--- config.mk ---
export PLATFORM = sky130hd
export DESIGN_NAME = cfarb_divider
export DESIGN_NICKNAME = d
export VERILOG_FILES = /design/src/cfarb_pkg.sv /design/src/cfarb_divider.sv
export SDC_FILE = /design/constraint.sdc
export NUM_CORES = 1
export LEC_CHECK = 0
export BUFFER_PORTS_ARGS = -buffer_cell sky130_fd_sc_hd__buf_2
export CORE_MARGIN = 3
export CORE_UTILIZATION = 58
export DETAILED_ROUTE_END_ITERATION = 16
export GPL_TIMING_DRIVEN = 0
export PLACE_DENSITY = 0.95
export SYNTH_ARGS = -nofsm -noshare
export SYNTH_HDL_FRONTEND = slang
export SYNTH_SLANG_ARGS = --single-unit
--- constraint.sdc ---
create_clock -name clk -period 3.3 [get_ports clk]
set_clock_uncertainty 0.05 [all_clocks]
set_input_delay 0.33 -clock clk [delete_from_list [all_inputs] [get_ports clk]]
set_output_delay 0.33 -clock clk [all_outputs]
set_load 0.03 [all_outputs]
--- src/cfarb_pkg.sv ---
// ----------------------------------------------------------------------------
// cfarb_pkg
// Shared constants for the ring background averaging unit.
// ----------------------------------------------------------------------------
`default_nettype none
package cfarb_pkg;

  localparam int CfgIndexWidth = 2;
  localparam int CfgDataWidth  = 11;

  localparam logic [CfgIndexWidth-1:0] CFG_IMAGE_WIDTH     = 2'd0;
  localparam logic [CfgIndexWidth-1:0] CFG_BACKGROUND_HALF = 2'd1;
  localparam logic [CfgIndexWidth-1:0] CFG_GUARD_HALF      = 2'd2;

  localparam logic [10:0] IMAGE_WIDTH_RESET     = 11'd640;
  localparam logic [2:0]  BACKGROUND_HALF_RESET = 3'd5;
  localparam logic [2:0]  GUARD_HALF_RESET      = 3'd2;

  localparam int MAX_HALF = 7;

  localparam int PixelWidth = 8;
  localparam int WordWidth  = 9;   // mask bit over pixel
  localparam int SumWidth   = 16;
  localparam int CountWidth = 8;
  localparam int AvgWidth   = 16;

endpackage
`default_nettype wire

--- src/cfarb_divider.sv ---
// ----------------------------------------------------------------------------
// cfarb_divider
// Radix-2 restoring divider: floor(sum * 256 / count), one bit a cycle.
// ----------------------------------------------------------------------------
`default_nettype none
module cfarb_divider
  import cfarb_pkg::*;
(
  input  wire logic                  clk,
  input  wire logic                  rst,
  input  wire logic                  start,
  input  wire logic [SumWidth-1:0]   sum,
  input  wire logic [CountWidth-1:0] count,
  output      logic                  done,
  output      logic [AvgWidth-1:0]   quotient
);

  // sum < 256 * count, so the upper quotient bits are zero and the
  // remainder starts from sum[15:8]
  logic                  busy;
  logic [4:0]            step;
  logic [CountWidth-1:0] rem;
  logic [AvgWidth-1:0]   acc;
  logic [CountWidth-1:0] divisor;
  logic [CountWidth:0]   trial;
  logic                  qbit;

  assign trial = {rem, acc[AvgWidth-1]};
  assign qbit  = trial >= {1'b0, divisor};
  assign quotient = acc;

  always_ff @(posedge clk) begin
    if (rst) begin
      busy <= 1'b0;
      step <= '0;
      done <= 1'b0;
    end else begin
      done <= 1'b0;
      if (start) begin
        busy <= 1'b1;
        step <= '0;
      end else if (busy) begin
        step <= step + 5'd1;
        if (step == 5'(AvgWidth - 1)) begin
          busy <= 1'b0;
          done <= 1'b1;
        end
      end
    end
  end

  always_ff @(posedge clk) begin
    if (start) begin
      rem     <= sum[15:8];
      acc     <= {sum[7:0], 8'd0};
      divisor <= count;
    end else if (busy) begin
      rem <= qbit ? CountWidth'(trial - {1'b0, divisor}) : trial[CountWidth-1:0];
      acc <= {acc[AvgWidth-2:0], qbit};
    end
  end

endmodule
`default_nettype wire
==> results of run 1 <==
-- cells by family after synthesis --
family                   synth area share [%]
adder cells (fa/ha/maj)                  7.29
XOR/XNOR                                 1.32
buffers and inverters                    5.53
AND/OR/NAND/NOR                          13.8
flip-flops                               51.3
multiplexers                             5.03
AO/OA/AOI/OAI                            15.8
-- per-layer routing --
layer / share of wire [%] / global-route usage (%)
met4: 2.0 / 8.97
met3: 7.1 / 5.37
met5: 0 / 0
met2: 48 / 36.3
met1: 43 / 29.5
-- placed cells by master, fill, tap and decap left out, types with 2 or more instances in the layout --
cell type / n
sky130_fd_sc_hd__clkbuf_4: 5
sky130_fd_sc_hd__o311ai_1: 2
sky130_fd_sc_hd__nor4_1: 3
sky130_fd_sc_hd__nor2b_1: 5
sky130_fd_sc_hd__buf_1: 2
sky130_fd_sc_hd__a311oi_1: 3
sky130_fd_sc_hd__nand2_1: 7
sky130_fd_sc_hd__a22o_1: 7
sky130_fd_sc_hd__nor2_1: 21
sky130_fd_sc_hd__o22a_1: 2
sky130_fd_sc_hd__a211oi_1: 2
sky130_fd_sc_hd__clkbuf_1: 6
sky130_fd_sc_hd__inv_1: 18
sky130_fd_sc_hd__o31ai_1: 3
sky130_fd_sc_hd__buf_2: 44
sky130_fd_sc_hd__a2bb2oi_1: 2
sky130_fd_sc_hd__o21ai_0: 5
sky130_fd_sc_hd__edfxtp_1: 24
sky130_fd_sc_hd__ha_1: 10
sky130_fd_sc_hd__mux2i_1: 10
sky130_fd_sc_hd__dfxtp_1: 15
sky130_fd_sc_hd__or2_2: 2
sky130_fd_sc_hd__xor2_1: 2
sky130_fd_sc_hd__nand4_1: 3
sky130_fd_sc_hd__a21oi_1: 4
sky130_fd_sc_hd__nand2b_1: 3
sky130_fd_sc_hd__nor3_1: 5
-- power groups by stage --
| stage | sequential [W] | clock [W] | combinational [W] |
|---|---|---|---|
| 3_5_place_dp | 0.000607 | 0 | 0.000395 |
| 2_1_floorplan | 0.000624 | 0 | 0.000271 |
| 3_3_place_gp | 0.000607 | 0 | 0.000375 |
| 5_1_grt | 0.000603 | 0.000358 | 0.000445 |
| 6_report | 0.000597 | 0.000333 | 0.000403 |
| 4_1_cts | 0.000597 | 0.000337 | 0.000397 |
-- metrics by stage --
step           instance area, um2  setup slack (ns)  total power [W]
6_report                     2350             0.869          0.00133
3_3_place_gp                 2260             0.964         0.000982
3_5_place_dp                 2260             0.901          0.00100
4_1_cts                      2350             0.888          0.00133
5_1_grt                      2350             0.715          0.00141
2_1_floorplan                1990              1.08         0.000895
-- registers in the layout, summed over array words and instances (netlist names) --
name / count
quotient: 16
done: 1
rem: 8
busy: 1
divisor: 8
step: 5
-- critical path: stages, from the launching register on --
cell and delay, ns:
sky130_fd_sc_hd__edfxtp_1 0.42, sky130_fd_sc_hd__ha_1 0.39, sky130_fd_sc_hd__or2_1 0.28, sky130_fd_sc_hd__a311oi_2 0.34, sky130_fd_sc_hd__a211oi_1 0.13, sky130_fd_sc_hd__buf_4 0.21, sky130_fd_sc_hd__o2111ai_1 0.19, sky130_fd_sc_hd__o311ai_1 0.15
-- worst paths after layout --
kind,from,end,slack (ns)
max,rem[3]$_DFFE_PP_,rem[3]$_DFFE_PP_,0.87
min,rst,busy$_SDFF_PP0_,0.08
max reg2reg,rem[3]$_DFFE_PP_,rem[3]$_DFFE_PP_,0.87
min reg2reg,step[4]$_SDFFE_PP0P_,step[4]$_SDFFE_PP0P_,0.46
-- layout make-up --
| type | instances | area, um2 |
|---|---|---|
| Clock inverter | 2 | 35.0 |
| Buffer | 10 | 42.5 |
| Clock buffer | 6 | 51.3 |
| Fill cell | 235 | 806 |
| Inverter | 18 | 67.6 |
| Timing Repair Buffer | 43 | 215 |
| Multi-Input combinational cell | 119 | 860 |
| Tap cell | 44 | 55.1 |
| Sequential cell | 39 | 1020 |
==> out/summary.log, run 1 <==
qor: setup_path.cp.required 3.33 ns
qor: synthesis.top_post_synthesis_cells_by_area sky130_fd_sc_hd__edfxtp_1 (36%), sky130_fd_sc_hd__dfxtp_1 (15%), sky130_fd_sc_hd__ha_1 (6.3%), sky130_fd_sc_hd__mux2i_1 (5.0%), sky130_fd_sc_hd__nor2_1 (4.0%)
qor: routing.remaining_drc_errors 0
qor: min_path.worstHoldPathType primary input to register
qor: setup_path.path_max_fanout 10
qor: setup_path.timing_worst_setup_path_type register to register
qor: sta.timing.setup.tns 0 ns
qor: global_routing.grt_first_pass_wirelength 7270 um
qor: placement.placement.io_buffers 43
qor: setup_path.timing.critical_path.arrival 2.46 ns
qor: sta.finalHoldViolations 0
qor: global_routing.grt_pass1_vias 1585
qor: sta.timing.final.crit_share 73.7%
qor: synthesis.yosysSeqAreaShare 51.3%
qor: clocking.cts_tree done
qor: floorplanning.floorplan.die.height 64.6 um
qor: synthesis.netlist.top_cell.by_area sky130_fd_sc_hd__edfxtp_1
qor: cells_and_area.layoutNonFillerInstCount 281
qor: synthesis.post-synth-top-area-fraction 36.2%
qor: floorplanning.initial_utilization 63.1%
qor: clocking.clock_path_buffers 2
qor: clocking.cts.hold.buffers_added 0
qor: pwr.power_per_cell_area 568 nW/um2
qor: floorplanning.coreArea 3150 um2
qor: setup_path.critical_path.endpoint_type register
qor: floorplanning.row_count 20
qor: run.cap_viol_max_count 0
qor: pwr.clock_power_share 25.0%
qor: floorplanning.io-pin-count 44
qor: clocking.total_setup_buffers_inserted_after_cts 0
qor: sta.timing_worst_slew_pin_value 0.545 ns
qor: pwr.pwr-share-seq 44.8%
qor: synthesis.yosysMostFrequentCell sky130_fd_sc_hd__edfxtp_1
qor: synthesis.number_of_enable_flip_flop_cells_after_synthesis 24
qor: pwr.swShare 31.2%
qor: sta.report.final.setup_viol 0
qor: pwr.p_sw 0.000416 W
qor: cells_and_area.post-route-util 74.4%
qor: global_routing.track_usage 22.6%
qor: synthesis.yosys_warnings 0
qor: sta.final_max_slew_viol_count 0
qor: routing.drt_iter0_markers 113
qor: clocking.worst_setup_hold_path_clk_slew 0.12 ns
qor: status.outcome finished, final reports clean
qor: routing.totalWireLength 4380 um
qor: routing.vias 1576
qor: global_routing.grt-ovfl-total 0
qor: synthesis.synth_flop_cell sky130_fd_sc_hd__edfxtp_1
qor: pwr.peakVddDrop 0.548 mV
qor: cells_and_area.area_growth_syn_to_layout 17.9%
qor: pwr.cell_internal_pwr 0.000917 W
qor: synthesis.async_flop_share 0%
qor: setup_path.reg2reg_depth 7
qor: clocking.cts_root_buffer sky130_fd_sc_hd__clkbuf_4
qor: min_path.count_of_cells_along_the_worst_hold_path 2
qor: clocking.cts_inserted_buffers 5
qor: cells_and_area.post_route_cells_drive_above_1_share 24.5%
qor: floorplanning.die_width 64.6 um
qor: pwr.share_comb_of_total_power 30.2%
qor: placement.globalplace.congestion 0.868
qor: synthesis.synth_common_cells sky130_fd_sc_hd__edfxtp_1 (24), sky130_fd_sc_hd__nor2_1 (21), sky130_fd_sc_hd__inv_1 (18)
qor: routing.routed_wire_length_per_instance 15.6 um
qor: setup_path.start_kind register
qor: clocking.post_cts_repair_resize_count 0
qor: routing.dr.pass1.iters 5
qor: synthesis.net_count_synth 224
qor: sta.period_minus_slack 2.43 ns
qor: synthesis.post_synth.cell_area_avg 10.7 um2
qor: cells_and_area.final_net_count 274
qor: synthesis.syn-instance-count 186
qor: sta.max_freq 0.411 GHz
qor: synthesis.synth_seq_cells 39
qor: placement.dp_hpwl 3210 um
qor: pwr.power.leakage 1.03 nW
qor: synthesis.synth_area 1990 um2
qor: placement.post-place-cells 273
qor: routing.postRouteAntennaNets 0
qor: clocking.clkLatencyLatePin 0.35 ns
qor: floorplanning.die-area 4170 um2
qor: routing.post_drt_via_cell_ratio 5.61
qor: global_routing.largest_net_degree_at_the_start_of_global_routing 17
qor: cells_and_area.antenna_cells 0
qor: clocking.clock_tree.htree_level_count 2
qor: sta.hold-worst-slack 0.0822 ns
qor: synthesis.synthDistinctLibCells 45
qor: sta.setup_repair_after_global_routing_missed_its_margin false
qor: global_routing.grt_antenna_before_repair 0
qor: clocking.clock-sinks 39
qor: sta.timing.slew.headroom 63.6%
(Power assumes the default switching activity.)
==> inputs of run 2 (changes only) <==
--- a/config.mk
+++ b/config.mk
@@ -7,10 +7,10 @@
 export LEC_CHECK = 0
 export BUFFER_PORTS_ARGS = -buffer_cell sky130_fd_sc_hd__buf_2
 export CORE_MARGIN = 3
-export CORE_UTILIZATION = 58
+export CORE_UTILIZATION = 48
 export DETAILED_ROUTE_END_ITERATION = 16
 export GPL_TIMING_DRIVEN = 0
-export PLACE_DENSITY = 0.95
+export PLACE_DENSITY = 0.86
 export SYNTH_ARGS = -nofsm -noshare
 export SYNTH_HDL_FRONTEND = slang
 export SYNTH_SLANG_ARGS = --single-unit
==> constraint.sdc (replaced) <==
create_clock -name clk -period 2 [get_ports clk]
set_clock_uncertainty 0.05 [all_clocks]
set_input_delay 0.2 -clock clk [delete_from_list [all_inputs] [get_ports clk]]
set_output_delay 0.2 -clock clk [all_outputs]
set_load 0.03 [all_outputs]
==> run 2 against run 1 <==
Against the previous run:
- the flow now finishes with violations (negative setup slack)
- first-iteration DRC count down 19%
- global-route usage is 1.8 points lower
- clock-buffer cell count is 1 higher
- register-to-register slack got worse by 1.1 ns
- sequential cell count unchanged
- sequential share of layout area down 6.4 points
- via count up 11%
- power grew 100%
- worst hold slack got worse by 0.066 ns
- clock power rose by 78%
- largest power group is now combinational logic
==> out/summary.log, run 2 (synthesis gave the netlist of run 1 again) <==
qor: status.outcome finished with violations
qor: status.violations negative setup slack
qor: run.cap_viol_max_count 0 [unchanged]
qor: pwr.power_per_cell_area 985 nW/um2 [+73%]
qor: setup_path.critical_path.cell_chain ha_4 -> or2_4 -> a311oi_4 -> a211oi_4 -> or2_4 -> a221o_1
qor: setup_path.start_kind register
qor: routing.postRouteAntennaNets 0 [unchanged]
qor: sta.final_max_slew_viol_count 0 [unchanged]
qor: setup_path.critical-path-max-stage-delay 0.44 ns [+0.02 ns]
qor: clocking.clkLatencyLatePin 0.30 ns [-0.05 ns]
qor: pwr.peakVddDrop 0.584 mV [+6.5%]
qor: setup_path.timing.critical_path.arrival 2.26 ns [-0.20 ns]
qor: floorplanning.die-area 4960 um2 [+19%]
qor: sta.period_minus_slack 2.25 ns [-0.178 ns]
qor: cells_and_area.layout_common_cells sky130_fd_sc_hd__buf_2 (45), sky130_fd_sc_hd__edfxtp_1 (24), sky130_fd_sc_hd__nor2_1 (20), sky130_fd_sc_hd__inv_1 (17), sky130_fd_sc_hd__buf_4 (16)
qor: global_routing.largest_net_degree_at_the_start_of_global_routing 17 [unchanged]
qor: sta.max_freq 0.444 GHz [+7.9%]
qor: clocking.cts_root_buffer sky130_fd_sc_hd__clkbuf_8
qor: setup_path.cpLargestDelayFamily compound AO/OA/AOI/OAI gates
qor: routing.post_drt_via_cell_ratio 5.73 [+2.2%]
qor: routing.drt_iter0_markers 91 [-19%]
qor: pwr.power.leakage 1.17 nW [+14%]
qor: placement.post-place-cells 277 [+1.5%]
qor: global_routing.track_usage 20.8% [-1.8 points]
qor: global_routing.grt-ovfl-total 0 [unchanged]
qor: floorplanning.io-pin-count 44 [unchanged]
qor: global_routing.grt_first_pass_wirelength 8020 um [+10%]
qor: sta.timing.slew.headroom 60.0% [-3.6 points]
qor: routing.dr.pass1.iters 4 [-1]
qor: placement.post-place-ws -0.193 ns [-1.09 ns]
qor: setup_path.critPathMostFrequentCell sky130_fd_sc_hd__or2_4
qor: global_routing.grt_antenna_before_repair 0 [unchanged]
qor: sta.timing.setup.tns -1.57 ns [-1.57 ns]
qor: floorplanning.die_width 70.4 um [+9.0%]
qor: global_routing.grt_pass1_vias 1678 [+5.9%]
qor: routing.remaining_drc_errors 0 [unchanged]
qor: clocking.clock_tree.htree_level_count 2 [unchanged]
qor: setup_path.timing_worst_setup_path_type register to register
qor: sta.timing.final.crit_share 113% [+39 points]
qor: cells_and_area.final_net_count 293 [+6.9%]
qor: setup_path.cp.required 2.00 ns [-1.33 ns]
qor: floorplanning.coreArea 3830 um2 [+21%]
qor: clocking.worst_setup_hold_path_clk_slew 0.08 ns [-0.04 ns]
qor: cells_and_area.area_growth_syn_to_layout 38.3%
qor: routing.routed_wire_length_per_instance 17.8 um [+14%]
qor: sta.report.final.setup_viol 9 [+9]
qor: cells_and_area.post_route_cells_drive_above_1_share 41.4% [+17 points]
qor: routing.totalWireLength 5420 um [+24%]
qor: placement.globalplace.congestion 0.817 [-5.9%]
qor: sta.setup_ws -0.254 ns [-1.12 ns]
qor: setup_path.critPathBufInv 0 [-1]
qor: routing.vias 1742 [+11%]
qor: sta.timing_worst_slew_pin_value 0.600 ns [+0.0543 ns]
qor: floorplanning.row_count 22 [+10%]
qor: floorplanning.initial_utilization 52.0% [-11 points]
qor: sta.setup_repair_after_global_routing_missed_its_margin true
qor: clocking.cts_inserted_buffers 5 [unchanged]
qor: pwr.power.total 0.00271 W [+100%]
qor: cells_and_area.layoutNonFillerInstCount 304 [+8.2%]
qor: cells_and_area.layout_commonest_cell sky130_fd_sc_hd__buf_2
qor: cells_and_area.largest_reg_flops 16 [unchanged]
qor: setup_path.critical_path.endpoint_type register
qor: min_path.worstHoldPathType primary input to register
qor: setup_path.critical_path_slowest_stage_cell sky130_fd_sc_hd__edfxtp_1
qor: setup_path.path_max_fanout 5 [-5]
qor: placement.dp_hpwl 3160 um [-1.6%]
qor: sta.finalHoldViolations 0 [unchanged]
qor: clocking.cts_tree done
qor: floorplanning.floorplan.die.height 70.4 um [+9.0%]
qor: placement.placement.io_buffers 43 [unchanged]
qor: clocking.clock_path_buffers 2 [unchanged]
qor: cells_and_area.antenna_cells 0 [unchanged]
qor: clocking.clock-sinks 39 [unchanged]
-- run 2: worst paths after layout --
check                           slack [ns]                   end  depth (start not counted)                 start
worst max-delay path                 -0.25      rem[2]$_DFFE_PP_                          6      rem[3]$_DFFE_PP_
worst min-delay path                  0.02       busy$_SDFF_PP0_                          2                   rst
worst max register to register       -0.25      rem[2]$_DFFE_PP_                          6      rem[3]$_DFFE_PP_
worst min register to register        0.43  step[4]$_SDFFE_PP0P_                          2  step[4]$_SDFFE_PP0P_
-- run 2: metal layers --
metal / part of all wire, % / global-route usage (%)
met5: 0 / 0
met4: 2.1 / 10.2
met2: 50 / 34.8
met1: 42 / 25.4
met3: 5.7 / 4.03
-- run 2: area by class of cell --
type	count	area (um2)
Timing Repair Buffer	62	363
Clock inverter	1	6.26
Clock buffer	7	96.3
Buffer	10	58.8
Inverter	18	67.6
Multi-Input combinational cell	119	1080
Fill cell	263	1070
Sequential cell	39	1020
Tap cell	48	60.1
-- run 2: metrics by stage --
step,util (%),area (um2),hold WS [ns]
2_1_floorplan,-,2040,0.219
3_3_place_gp,60.4,2310,0.327
3_5_place_dp,60.4,2310,0.324
4_1_cts,67.9,2600,0.00794
5_1_grt,72.0,2750,0.0219
6_report,72.0,2750,0.0160
-- run 2: timing repair --
action                     CTS  global route
setup endpoints to repair    9            25
resized for setup           18            20
cloned                       1             0
buffers inserted            12             8
hold buffers                 0             0
pin swaps                    9             6
-- run 2: worst reg2reg max path, cell delays in order, from the launching register on --
cell                       delay [ns]
sky130_fd_sc_hd__edfxtp_1        0.44
sky130_fd_sc_hd__ha_4            0.25
sky130_fd_sc_hd__or2_4           0.25
sky130_fd_sc_hd__a311oi_4        0.30
sky130_fd_sc_hd__a211oi_4        0.10
sky130_fd_sc_hd__or2_4           0.31
sky130_fd_sc_hd__a221o_1         0.32
-- run 2: power by group --
group	total [W]	switching (W)	leakage, nW	internal, W
Clock	0.000594	0.000279	0.0548	0.000314
Sequential	0.000996	0.0000496	0.365	0.000946
Combinational	0.00112	0.000587	0.749	0.000535
Total	0.00271	0.000916	1.17	0.00180
==> inputs of run 3 (changes only) <==
--- a/config.mk
+++ b/config.mk
@@ -7,10 +7,11 @@
 export LEC_CHECK = 0
 export BUFFER_PORTS_ARGS = -buffer_cell sky130_fd_sc_hd__buf_2
 export CORE_MARGIN = 3
-export CORE_UTILIZATION = 48
+export CORE_UTILIZATION = 53
 export DETAILED_ROUTE_END_ITERATION = 16
 export GPL_TIMING_DRIVEN = 0
-export PLACE_DENSITY = 0.86
+export PLACE_DENSITY = 0.89
+export REMOVE_ABC_BUFFERS = 1
 export SYNTH_ARGS = -nofsm -noshare
 export SYNTH_HDL_FRONTEND = slang
 export SYNTH_SLANG_ARGS = --single-unit
==> constraint.sdc (replaced) <==
create_clock -name clk -period 2.4 [get_ports clk]
set_clock_uncertainty 0.05 [all_clocks]
set_input_delay 0.24 -clock clk [delete_from_list [all_inputs] [get_ports clk]]
set_output_delay 0.24 -clock clk [all_outputs]
set_load 0.03 [all_outputs]
==> run 3 against run 2 <==
Against the previous run:
- the run now ends clean
- non-clock buffer count shrank 27
- sequential power is 16% lower
- combinational power is 49% lower
- die area decreased by 8.7%
- global-route usage decreased by 1.4 points
- clock-buffer cell count down 2
- critical path depth unchanged
- via count fell by 12%
- sequential cell count stayed put
- worst hold slack improved by 0.046 ns
- critical endpoint unchanged
- highest routed layer unchanged
==> out/summary.log, run 3 (synthesis gave the netlist of run 1 again) <==
qor: sta.timing.final.crit_share 97.1% [-16 points]
qor: global_routing.grt_first_pass_wirelength 6590 um [-18%]
qor: floorplanning.initial_utilization 57.4% [+5.4 points]
qor: setup_path.r2r-start rem[3]$_DFFE_PP_
qor: sta.setup_ws 0.0694 ns [+0.323 ns]
qor: placement.dpl-instance-area 2230 um2 [-3.7%]
qor: sta.timing_worst_slew_pin_value 0.830 ns [+0.230 ns]
qor: setup_path.worstReg2RegEnd rem[2]$_DFFE_PP_
qor: run.cap_viol_max_count 0 [unchanged]
qor: clocking.clkLatencyLatePin 0.29 ns [about the same]
qor: min_path.count_of_cells_along_the_worst_hold_path 2 [unchanged]
qor: global_routing.track_usage 19.4% [-1.4 points]
qor: sta.timing.slew.headroom 44.6% [-15 points]
qor: sta.report.final.setup_viol 0 [-9]
qor: global_routing.largest_net_degree_at_the_start_of_global_routing 40 [+23]
qor: routing.remaining_drc_errors 0 [unchanged]
qor: min_path.timing.hold.worst.start rst
qor: cells_and_area.layout_common_cells sky130_fd_sc_hd__buf_2 (43), sky130_fd_sc_hd__edfxtp_1 (24), sky130_fd_sc_hd__nor2_1 (21), sky130_fd_sc_hd__inv_1 (18), sky130_fd_sc_hd__dfxtp_1 (15)
qor: clocking.worst_setup_hold_path_clk_slew 0.07 ns [about the same]
qor: pwr.power.leakage 1.03 nW [-12%]
qor: placement.globalplace.congestion 0.747 [-8.6%]
qor: status.outcome finished, final reports clean
qor: sta.period_minus_slack 2.33 ns [+0.0769 ns]
qor: cells_and_area.cell_area_after_layout 2390 um2 [-13%]
qor: floorplanning.row_count 21 [-4.5%]
qor: setup_path.cp.required 2.39 ns [+0.39 ns]
qor: clocking.clock-sinks 39 [unchanged]
qor: setup_path.start_kind register
qor: placement.dp_hpwl 2830 um [-11%]
qor: min_path.hold_end busy$_SDFF_PP0_
qor: pwr.p_sw 0.000583 W [-36%]
qor: clocking.cts_root_buffer sky130_fd_sc_hd__clkbuf_8
qor: floorplanning.die-area 4530 um2 [-8.7%]
qor: global_routing.grt-ovfl-total 0 [unchanged]
qor: cells_and_area.sequential_cell_area 1020 um2 [unchanged]
qor: clocking.cts_inserted_buffers 5 [unchanged]
qor: cells_and_area.post_route_cells_drive_above_1_share 26.6% [-15 points]
qor: setup_path.reg2reg_setup_slack 0.07 ns [+0.32 ns]
qor: global_routing.grt_pass1_vias 1491 [-11%]
qor: cells_and_area.largest_reg_flops 16 [unchanged]
qor: routing.totalWireLength 4010 um [-26%]
qor: floorplanning.floorplan.die.height 67.3 um [-4.4%]
qor: sta.finalHoldViolations 0 [unchanged]
qor: setup_path.timing.critical_path.arrival 2.32 ns [+0.06 ns]
qor: min_path.worstHoldPathType primary input to register
qor: clocking.clock_tree.htree_level_count 2 [unchanged]
qor: pwr.cell_internal_pwr 0.00134 W [-25%]
qor: cells_and_area.multiInputGateArea 903 um2 [-16%]
qor: global_routing.grt_antenna_before_repair 0 [unchanged]
qor: setup_path.path_max_fanout 6 [+1]
qor: cells_and_area.area_growth_syn_to_layout 19.9%
qor: pwr.swShare 30.3% [-3.5 points]
qor: clocking.clock_path_buffers 2 [unchanged]
qor: clocking.cts_tree done
qor: setup_path.critical_path.endpoint_type register
qor: cells_and_area.antenna_cells 0 [unchanged]
qor: routing.vias 1526 [-12%]
qor: sta.max_freq 0.429 GHz [-3.3%]
qor: pwr.share_comb_of_total_power 29.5% [-12 points]
qor: routing.drt_iter0_markers 59 [-35%]
qor: pwr.peakVddDrop 0.572 mV [-2.0%]
qor: routing.postRouteAntennaNets 0 [unchanged]
qor: routing.routed_wire_length_per_instance 14.6 um [-18%]
qor: pwr.power_per_cell_area 806 nW/um2 [-18%]
qor: pwr.clock_power_share 27.3% [+5.4 points]
qor: floorplanning.coreArea 3470 um2 [-9.4%]
qor: cells_and_area.final_net_count 266 [-9.2%]
qor: pwr.pwr-share-seq 43.2% [+6.5 points]
qor: placement.post-place-ws -0.332 ns [-0.138 ns]
qor: placement.placement.io_buffers 43 [unchanged]
qor: setup_path.reg2reg_depth 6 [unchanged]
qor: cells_and_area.layout.filler_cells 266 [+1.1%]
qor: routing.dr.pass1.iters 4 [unchanged]
qor: floorplanning.io-pin-count 44 [unchanged]
qor: floorplanning.die_width 67.3 um [-4.4%]
qor: sta.setup_repair_after_global_routing_missed_its_margin false
qor: routing.post_drt_via_cell_ratio 5.55 [-3.2%]
qor: sta.final_max_slew_viol_count 0 [unchanged]
qor: setup_path.timing_worst_setup_path_type register to register
qor: cells_and_area.layout_commonest_cell sky130_fd_sc_hd__buf_2
qor: placement.post-place-cells 266 [-4.0%]
qor: cells_and_area.layoutNonFillerInstCount 275 [-9.5%]
[run 3: worst max-delay path by stage]
stage,from,to,slack [ns],cells past startpoint
after global placement,rem[5]$_DFFE_PP_,rem[3]$_DFFE_PP_,-0.58,6
after detailed placement,rem[4]$_DFFE_PP_,rem[3]$_DFFE_PP_,-0.33,5
final,rem[3]$_DFFE_PP_,rem[2]$_DFFE_PP_,0.07,6
after CTS,rem[4]$_DFFE_PP_,rem[3]$_DFFE_PP_,0.02,5
after floorplan,quotient[15]$_DFFE_PP_,rem[2]$_DFFE_PP_,-0.23,7
after global routing,rem[3]$_DFFE_PP_,rem[3]$_DFFE_PP_,0.009,6
[run 3: routing by layer]
layer	vias to the layer above	track usage (%)	part of all wire [%]
met5	-	0	0
met2	47	29.9	48
met4	0	10.4	1.6
met1	707	24.7	44
li1	764	-	-
met3	8	5.49	6.0
[run 3: area by class of cell]
type | instances | share of cell area [%]
Clock inverter | 3 | 1.62
Sequential cell | 39 | 42.8
Inverter | 18 | 2.83
Timing Repair Buffer | 45 | 9.64
Multi-Input combinational cell | 119 | 37.8
Clock buffer | 5 | 2.88
Tap cell | 46 | 2.41
[run 3: metrics by stage]
stage / total power (W) / TNS, ns / hold slack (ns) / util [%]
2_1_floorplan: 0.00121 / -1.32 / 0.255 / -
3_3_place_gp: 0.00133 / -4.32 / 0.359 / 64.0
3_5_place_dp: 0.00135 / -2.50 / 0.364 / 64.2
4_1_cts: 0.00191 / 0 / 0.0515 / 68.2
5_1_grt: 0.00203 / 0 / 0.0533 / 68.8
6_report: 0.00192 / 0 / 0.0621 / 68.8
[run 3: timing repair]
item	CTS	global route
pin swaps	0	2
gates resized for setup	5	3
cloned	0	0
endpoints found under the setup margin	9	8
setup buffers	0	1
hold buffers	0	0
[run 3: power by group through the flow]
stage	combinational [W]	sequential [W]	clock, W
3_5_place_dp	0.000508	0.000844	0
2_1_floorplan	0.000349	0.000864	0
3_3_place_gp	0.000491	0.000841	0
6_report	0.000568	0.000832	0.000524
5_1_grt	0.000630	0.000838	0.000560
4_1_cts	0.000543	0.000831	0.000538
[run 3: worst max-delay path: stages, from the launching register on]
cell                       delay [ns]
sky130_fd_sc_hd__edfxtp_1        0.45
sky130_fd_sc_hd__ha_4            0.29
sky130_fd_sc_hd__or2_1           0.23
sky130_fd_sc_hd__a311oi_2        0.39
sky130_fd_sc_hd__a211oi_4        0.11
sky130_fd_sc_hd__or2_4           0.28
sky130_fd_sc_hd__a221o_1         0.29
